===== config.mk =====
export PLATFORM = sky130hd
export DESIGN_NAME = freed_block_cache
export DESIGN_NICKNAME = d
export VERILOG_FILES = /design/src/hdl/fbc_pkg.sv /design/src/hdl/freed_block_cache.sv /design/src/hdl/fbc_ctrl.sv /design/src/hdl/fbc_dp.sv
export SDC_FILE = /design/constraint.sdc
export NUM_CORES = 2
export LEC_CHECK = 0
export BUFFER_PORTS_ARGS = -buffer_cell sky130_fd_sc_hd__buf_2
export CAP_MARGIN = 10
export CORE_UTILIZATION = 25
export DETAILED_ROUTE_END_ITERATION = 7
export HOLD_SLACK_MARGIN = 0.03
export SLEW_MARGIN = 30
export SYNTH_ARGS = -nofsm -noshare
export SYNTH_HDL_FRONTEND = slang
export SYNTH_HIERARCHICAL = 1
export SYNTH_SLANG_ARGS = --single-unit

===== constraint.sdc =====
create_clock -name clk_i -period 14.9 [get_ports clk_i]
set_clock_uncertainty 0.1 [all_clocks]
set_input_delay 2.98 -clock clk_i [delete_from_list [all_inputs] [get_ports clk_i]]
set_output_delay 2.98 -clock clk_i [all_outputs]
set_load 0.005 [all_outputs]

===== src/hdl/fbc_pkg.sv =====
// Package for the freed block cache: command and result codes, FSM states,
// controller/datapath interface structs. No dependencies.
package fbc_pkg;

  localparam int DefDepth       = 32;
  localparam int DefAddressBits = 48;
  localparam int SizeW          = 32;
  localparam int MaxW           = 6;
  localparam int CapCmpW        = 7;
  localparam int PaddrW         = 3;

  typedef enum logic [1:0] {
    CMD_ALLOC = 2'd0,
    CMD_FREE  = 2'd1,
    CMD_FLUSH = 2'd2
  } cmd_e;

  typedef enum logic [1:0] {
    KIND_HIT     = 2'd0,
    KIND_MISS    = 2'd1,
    KIND_RELEASE = 2'd2,
    KIND_DONE    = 2'd3
  } kind_e;

  typedef enum logic [1:0] {
    SRC_ZERO  = 2'd0,
    SRC_INPUT = 2'd1,
    SRC_ENTRY = 2'd2
  } src_e;

  typedef enum logic [3:0] {
    ST_IDLE   = 4'b0001,
    ST_SEARCH = 4'b0010,
    ST_EVICT  = 4'b0100,
    ST_FLUSH  = 4'b1000
  } state_e;

  typedef struct packed {
    logic  latch;
    logic  idx_clr;
    logic  idx_inc;
    logic  remove;
    logic  append;
    logic  clear_bytes;
    logic  emit;
    kind_e kind;
    src_e  src;
    logic  last;
  } ctrl_t;

  typedef struct packed {
    logic qualifies;
    logic count_zero;
    logic must_evict;
    logic match;
    logic idx_last;
    logic room;
  } stat_t;

endpackage


===== src/hdl/freed_block_cache.sv =====
// Top level of the freed block cache: APB config registers, controller and
// datapath. Depends on fbc_pkg, fbc_ctrl, fbc_dp.
//
//  channel   ports                                       handshake
//  command   start, command_i, block_*_i, has_*_i          start & !busy
//  result    result_*_o, last_result_o                   result_valid_o, 1 cycle
//  config    psel, penable, pwrite, paddr, pwdata, prdata  APB, pready high
//
// Result words are registered and leave in the cycle after they are made.
// Allocate gives a hit or miss word. Free releases a block that does not
// qualify, else each eviction, then done. Flush: each entry, then done.
// Reset empties the list and restores max 32, limit 4194304.
// The receiver cannot stall; busy holds off new commands.
module freed_block_cache #(
  parameter int Depth       = fbc_pkg::DefDepth,
  parameter int AddressBits = fbc_pkg::DefAddressBits
) (
  input  logic                        clk_i,
  input  logic                        rst_ni,
  input  logic                        start,
  output logic                        busy,
  input  logic [1:0]                  command_i,
  input  logic [AddressBits-1:0]      block_address_i,
  input  logic [31:0]                 block_size_i,
  input  logic                        has_platform_pool_i,
  output logic                        result_valid_o,
  output logic [1:0]                  result_kind_o,
  output logic [AddressBits-1:0]      result_address_o,
  output logic [31:0]                 result_size_o,
  output logic                        last_result_o,
  input  logic                        psel,
  input  logic                        penable,
  input  logic                        pwrite,
  input  logic [fbc_pkg::PaddrW-1:0]  paddr,
  input  logic [31:0]                 pwdata,
  output logic [31:0]                 prdata,
  output logic                        pready
);
  import fbc_pkg::*;

  logic [MaxW-1:0]  max_q;
  logic [SizeW-1:0] limit_q;
  ctrl_t            ctrl;
  stat_t            stat;

  assign pready = 1'b1;
  assign prdata = paddr[2] ? limit_q : {{(32-MaxW){1'b0}}, max_q};

  always_ff @(posedge clk_i or negedge rst_ni) begin
    if (!rst_ni) begin
      max_q   <= MaxW'(32);
      limit_q <= 32'd4194304;
    end else if (psel && penable && pwrite) begin
      if (paddr[2]) limit_q <= pwdata;
      else          max_q   <= pwdata[MaxW-1:0];
    end
  end

  fbc_ctrl u_ctrl (
    .clk_i     (clk_i),
    .rst_ni    (rst_ni),
    .start_i   (start),
    .command_i (command_i),
    .stat_i    (stat),
    .ctrl_o    (ctrl),
    .busy_o    (busy)
  );

  fbc_dp #(
    .Depth       (Depth),
    .AddressBits (AddressBits)
  ) u_dp (
    .clk_i               (clk_i),
    .rst_ni              (rst_ni),
    .block_address_i     (block_address_i),
    .block_size_i        (block_size_i),
    .has_platform_pool_i (has_platform_pool_i),
    .max_cached_blocks_i (max_q),
    .cached_byte_limit_i (limit_q),
    .ctrl_i              (ctrl),
    .stat_o              (stat),
    .result_valid_o      (result_valid_o),
    .result_kind_o       (result_kind_o),
    .result_address_o    (result_address_o),
    .result_size_o       (result_size_o),
    .last_result_o       (last_result_o)
  );

endmodule


===== src/hdl/fbc_ctrl.sv =====
// Controller FSM of the freed block cache: sequences search, eviction and
// flush over the datapath. Depends on fbc_pkg.
module fbc_ctrl (
  input  logic          clk_i,
  input  logic          rst_ni,
  input  logic          start_i,
  input  logic [1:0]    command_i,
  input  fbc_pkg::stat_t stat_i,
  output fbc_pkg::ctrl_t ctrl_o,
  output logic          busy_o
);
  import fbc_pkg::*;

  state_e state_q, state_d;

  always_ff @(posedge clk_i or negedge rst_ni) begin
    if (!rst_ni) state_q <= ST_IDLE;
    else         state_q <= state_d;
  end

  assign busy_o = (state_q != ST_IDLE);

  always_comb begin
    state_d = state_q;
    ctrl_o  = '0;
    ctrl_o.kind = KIND_DONE;
    ctrl_o.src  = SRC_ZERO;
    unique case (state_q)
      ST_IDLE: begin
        if (start_i) begin
          ctrl_o.latch   = 1'b1;
          ctrl_o.idx_clr = 1'b1;
          unique case (command_i)
            CMD_ALLOC: begin
              if (!stat_i.qualifies || stat_i.count_zero) begin
                ctrl_o.emit = 1'b1;
                ctrl_o.kind = KIND_MISS;
              end else begin
                state_d = ST_SEARCH;
              end
            end
            CMD_FREE: begin
              if (!stat_i.qualifies) begin
                ctrl_o.emit = 1'b1;
                ctrl_o.kind = KIND_RELEASE;
                ctrl_o.src  = SRC_INPUT;
              end else begin
                state_d = ST_EVICT;
              end
            end
            CMD_FLUSH: state_d = ST_FLUSH;
            default:   ctrl_o.emit = 1'b1;
          endcase
        end
      end
      ST_SEARCH: begin
        if (stat_i.match) begin
          ctrl_o.emit   = 1'b1;
          ctrl_o.kind   = KIND_HIT;
          ctrl_o.src    = SRC_ENTRY;
          ctrl_o.remove = 1'b1;
          state_d       = ST_IDLE;
        end else if (stat_i.idx_last) begin
          ctrl_o.emit = 1'b1;
          ctrl_o.kind = KIND_MISS;
          state_d     = ST_IDLE;
        end else begin
          ctrl_o.idx_inc = 1'b1;
        end
      end
      ST_EVICT: begin
        ctrl_o.emit = 1'b1;
        if (stat_i.must_evict) begin
          ctrl_o.kind   = KIND_RELEASE;
          ctrl_o.src    = SRC_ENTRY;
          ctrl_o.remove = 1'b1;
        end else begin
          ctrl_o.append = stat_i.room;
          state_d       = ST_IDLE;
        end
      end
      ST_FLUSH: begin
        ctrl_o.emit = 1'b1;
        if (!stat_i.count_zero) begin
          ctrl_o.kind   = KIND_RELEASE;
          ctrl_o.src    = SRC_ENTRY;
          ctrl_o.remove = 1'b1;
        end else begin
          ctrl_o.clear_bytes = 1'b1;
          state_d            = ST_IDLE;
        end
      end
      default: state_d = ST_IDLE;
    endcase
    // releases from the list are never the final word of a command
    ctrl_o.last = (ctrl_o.kind != KIND_RELEASE) || (ctrl_o.src == SRC_INPUT);
  end

endmodule


===== src/hdl/fbc_dp.sv =====
// Datapath of the freed block cache: age-ordered entry registers, count,
// byte total, latched word and result registers. Depends on fbc_pkg.
module fbc_dp #(
  parameter int Depth       = fbc_pkg::DefDepth,
  parameter int AddressBits = fbc_pkg::DefAddressBits
) (
  input  logic                   clk_i,
  input  logic                   rst_ni,
  input  logic [AddressBits-1:0] block_address_i,
  input  logic [31:0]            block_size_i,
  input  logic                   has_platform_pool_i,
  input  logic [5:0]             max_cached_blocks_i,
  input  logic [31:0]            cached_byte_limit_i,
  input  fbc_pkg::ctrl_t         ctrl_i,
  output fbc_pkg::stat_t         stat_o,
  output logic                   result_valid_o,
  output logic [1:0]             result_kind_o,
  output logic [AddressBits-1:0] result_address_o,
  output logic [31:0]            result_size_o,
  output logic                   last_result_o
);
  import fbc_pkg::*;

  localparam int CntW = $clog2(Depth + 1);
  localparam int IdxW = (Depth > 1) ? $clog2(Depth) : 1;

  logic [AddressBits-1:0] ent_addr_q [Depth];
  logic [SizeW-1:0]       ent_size_q [Depth];
  logic [CntW-1:0]        count_q;
  logic [SizeW-1:0]       bytes_q;
  logic [IdxW-1:0]        idx_q;
  logic [AddressBits-1:0] addr_q;
  logic [SizeW-1:0]       size_q;

  logic [AddressBits-1:0] rd_addr;
  logic [SizeW-1:0]       rd_size;
  logic [SizeW:0]         sum;

  assign rd_addr = ent_addr_q[idx_q];
  assign rd_size = ent_size_q[idx_q];
  assign sum     = {1'b0, bytes_q} + {1'b0, size_q};

  always_comb begin
    stat_o.qualifies  = !has_platform_pool_i && (block_size_i <= (cached_byte_limit_i >> 2));
    stat_o.count_zero = (count_q == '0);
    // count nonzero and (count >= min(max, Depth) or bytes + size > limit); count never exceeds Depth
    stat_o.must_evict = !stat_o.count_zero &&
                        ((CapCmpW'(count_q) >= CapCmpW'(max_cached_blocks_i)) ||
                         (count_q == CntW'(Depth)) ||
                         (sum > {1'b0, cached_byte_limit_i}));
    stat_o.match      = (rd_size == size_q);
    stat_o.idx_last   = ((CntW'(idx_q) + CntW'(1)) == count_q);
    stat_o.room       = (count_q < CntW'(Depth));
  end

  always_ff @(posedge clk_i) begin
    if (ctrl_i.latch) begin
      addr_q <= block_address_i;
      size_q <= block_size_i;
    end
    if (ctrl_i.remove) begin
      for (int i = 0; i + 1 < Depth; i++) begin
        if (IdxW'(i) >= idx_q) begin
          ent_addr_q[i] <= ent_addr_q[i+1];
          ent_size_q[i] <= ent_size_q[i+1];
        end
      end
    end
    if (ctrl_i.append) begin
      ent_addr_q[count_q[IdxW-1:0]] <= addr_q;
      ent_size_q[count_q[IdxW-1:0]] <= size_q;
    end
  end

  always_ff @(posedge clk_i or negedge rst_ni) begin
    if (!rst_ni) begin
      count_q <= '0;
      bytes_q <= '0;
      idx_q   <= '0;
    end else begin
      if (ctrl_i.idx_clr)      idx_q <= '0;
      else if (ctrl_i.idx_inc) idx_q <= idx_q + IdxW'(1);
      if (ctrl_i.remove) begin
        count_q <= count_q - CntW'(1);
        bytes_q <= bytes_q - rd_size;
      end else if (ctrl_i.append) begin
        count_q <= count_q + CntW'(1);
        bytes_q <= sum[SizeW-1:0];
      end else if (ctrl_i.clear_bytes) begin
        bytes_q <= '0;
      end
    end
  end

  always_ff @(posedge clk_i or negedge rst_ni) begin
    if (!rst_ni) result_valid_o <= 1'b0;
    else         result_valid_o <= ctrl_i.emit;
  end

  always_ff @(posedge clk_i) begin
    if (ctrl_i.emit) begin
      result_kind_o <= ctrl_i.kind;
      last_result_o <= ctrl_i.last;
      unique case (ctrl_i.src)
        SRC_INPUT: begin
          result_address_o <= block_address_i;
          result_size_o    <= block_size_i;
        end
        SRC_ENTRY: begin
          result_address_o <= rd_addr;
          result_size_o    <= (ctrl_i.kind == KIND_HIT) ? '0 : rd_size;
        end
        default: begin
          result_address_o <= '0;
          result_size_o    <= '0;
        end
      endcase
    end
  end

endmodule

==> impl_metrics.json <==
{
  "yosysSeqAreaShare": 0.5760,
  "grt_pass1_vias": 93800,
  "arrival_ns": 11.02,
  "cts_resized": 0,
  "max_slew.worst_pin.slew_ns": 1.126,
  "hp-start": "limit_q[18]$_DFFE_PN0P_",
  "drc": 0,
  "drive_above_1_share": 0.3757,
  "die_x_um": 765.4,
  "clk_pin_slew_ns": 0.06,
  "grt_start_max_net_pins": 117,
  "ant_nets": 0,
  "antenna_found_initial": 44,
  "synthFlopType": "edfxtp_1",
  "postCtsSetupBuffers": 0,
  "netlist_instances": 10160,
  "synth.distinct_cells": 103,
  "die_area_um2": 585800,
  "routed-wl-met3_um": 52110,
  "area_growth_pct": 13.89,
  "synth_nets": 10430,
  "rsz0062_at_grt": "false",
  "yosys_register_bits": 2809,
  "worstPathRequired_ns": 15.33,
  "place_area_um2": 155500,
  "yosysWarnings": 6,
  "p_leak_nw": 52.65,
  "start_kind": "flip-flop",
  "dr.pass1.iters": 6,
  "rrSetupSlack_ns": 4.31,
  "insertion_delay_ns": 0.96,
  "cts_root_buffer": "clkbuf_16",
  "final_cell_area_um2": 165900,
  "status": "finished clean",
  "finalCritPeriodShare": 0.7104,
  "dr_wl_met2_um": 245300,
  "wl_um": 538000,
  "clock-sinks": 2809,
  "timing.rr.start": "u_dp/size_q[1]$_DFFE_PP_",
  "io_pins": 242,
  "ctsHoldBuffers": 0,
  "htreeDepth": 5,
  "total_power_mw": 16.99,
  "vias": 96300,
  "vdd_drop_max_v": 0.00009627,
  "slew_headroom": 0.2496,
  "first_iter_violations": 11220,
  "rows": 280,
  "highest-signal-layer": "met5",
  "critPathLaunch": "u_dp/size_q[1]$_DFFE_PP_",
  "wl_per_cell_um": 29.70,
  "coreArea_um2": 580900,
  "slew_violations": 0,
  "numCtsBuffers": 313,
  "via_per_inst": 5.316,
  "drv_cap": 0,
  "initial_utilization": 0.2508,
  "async_flop_share": 0.03062,
  "grt_pass1_wl_um": 745400,
  "wl_met1_um": 220100,
  "fin_setup_tns_ns": 0,
  "grt.total_usage": 0.1757,
  "grt-ovfl-total": 0,
  "gp_congestion": 0.8400,
  "report.final.setup_viol": 0,
  "cts_tree": "yes",
  "dp_hpwl_um": 309500,
  "finalHoldViolations": 0,
  "path_class": "reg -> reg",
  "end_kind": "flip-flop",
  "port-buffer-count": 238,
  "post-route-min-period_ns": 10.59,
  "max_freq_mhz": 94.47,
  "nets": 10370,
  "hold_class": "reg -> reg",
  "pwr_density_cell_nw_per_um2": 102.4,
  "synth-edff-count": 2723,
  "avgSynthCellArea_um2": 14.34,
  "fp.dieH_um": 765.4,
  "cp_max_fo": 46,
  "clock_path_buffers": 4,
  "netlist_area_um2": 145700
}
-- cell usage after synthesis, types with 77 or more instances --
cell type,number,area (um^2)
mux2_2,2591,29180
a211oi_1,77,578.1
mux2i_1,597,5976
nand2_1,322,1209
ha_1,146,1827
edfxtp_1,2723,81770
a21oi_1,499,2497
a221oi_1,171,1498
buf_4,95,713.2
a22oi_1,93,698.2
dfrtp_1,83,2077
clkbuf_1,637,2391
inv_1,87,326.6
mux4_2,141,3176
o21ai_0,362,1812
o22ai_1,115,719.4
nor2_1,455,1708
buf_2,132,660.6
-- per-layer routing --
layer | global-route usage | up-vias
li1 | - | 39490
met1 | 0.2366 | 50400
met2 | 0.2824 | 5295
met3 | 0.03501 | 1105
met4 | 0.05814 | 12
met5 | 0 | -
-- path summary, 6_finish.rpt --
kind                                                          end  cells after the start
max in group asynchronous               u_dp/idx_q[2]$_DFFE_PN0P_                      2
worst max register to register  u_dp/ent_addr_q[18][44]$_DFFE_PP_                     27
worst min-delay path                      limit_q[18]$_DFFE_PN0P_                      1
worst max-delay path            u_dp/ent_addr_q[18][44]$_DFFE_PP_                     27
min in group asynchronous                 limit_q[24]$_DFFE_PN0P_                      1
worst min register to register            limit_q[18]$_DFFE_PN0P_                      1
-- cells in the final DEF, fill, tap and decap left out, types with 237 or more instances in the layout --
cell type / Yosys / routed
a21oi_1: 499 / 499
buf_4: 95 / 238
o21ai_0: 362 / 345
mux2i_1: 597 / 597
nor2_1: 455 / 433
clkbuf_16: 0 / 323
edfxtp_1: 2723 / 2723
mux2_2: 2591 / 2591
buf_2: 132 / 237
nand2_1: 322 / 296
-- registers in the layout (all words and copies together), names as in the netlist, 5 cells and up --
register,count
limit_q,32
u_dp/result_size_o,32
u_dp/result_address_o,48
u_dp/size_q,32
u_dp/ent_addr_q,1536
u_dp/ent_size_q,1024
max_q,6
u_dp/idx_q,5
u_dp/count_q,6
u_dp/bytes_q,32
u_dp/addr_q,48
-- cell families (layout without fill, tap and decap cells) --
family | Yosys count | count (layout) | synth area share
buf+inv | 1030 | 1212 | 0.03254
flops | 2809 | 2809 | 0.5760
fa+ha+maj | 149 | 149 | 0.01295
other cells | 1 | 17 | 0.00002574
xor+xnor | 104 | 104 | 0.006252
compound gates | 1639 | 1639 | 0.07211
simple gates | 1062 | 1062 | 0.03250
mux | 3367 | 3367 | 0.2676
-- report_power, final --
part | switching (mW) | internal [mW] | total (mW)
Combinational | 0.385 | 0.213 | 0.598
Sequential | 0.0702 | 8.60 | 8.67
Clock | 3.38 | 4.34 | 7.72
-- metrics by stage --
| stage | setup slack [ns] | util | instances | hold WS, ns |
|---|---|---|---|---|
| CTS | 4.584 | 0.2846 | 18060 | 0.4352 |
| floorplan | 3.101 | - | 10160 | 0.3842 |
| global route | 4.151 | 0.2856 | 18100 | 0.4562 |
| finish | 4.315 | 0.2857 | 18110 | 0.4308 |
| detailed placement | 4.644 | 0.2677 | 17500 | 0.4213 |
| global placement | 4.551 | 0.2669 | 17480 | 0.4207 |
-- critical path, stage by stage, from the launching register on --
cell and delay, ns:
edfxtp_1 0.86, inv_1 0.54, fa_1 0.58, nor2b_1 0.18
o31a_1 0.22, o211ai_1 0.18, a21oi_1 0.49, a41oi_1 0.33
nor2_1 0.33, nor2_1 0.18, ha_1 0.32, a21o_1 0.18
a21o_1 0.17, a21oi_1 0.12, o21ai_0 0.10, a32o_1 0.24
nor3_1 0.20, o21ai_0 0.23, a21oi_1 0.22, a21oi_1 0.14
and4b_2 0.31, buf_4 0.48, nand2_1 0.14, nor2_1 0.57
nand2_4 0.56, o21ai_4 0.57, buf_4 0.73, buf_4 0.82
-- cell type report --
type | instances | area, um^2
Timing Repair Buffer | 562 | 4319
Clock buffer | 398 | 8414
Fill cell | 58830 | 414900
Sequential cell | 2809 | 83940
Clock inverter | 161 | 1419
Multi-Input combinational cell | 6322 | 57730
Inverter | 91 | 366.6
Tap cell | 7755 | 9703
Antenna cell | 16 | 40.04
Note: power is estimated with default switching activity, not from simulation.
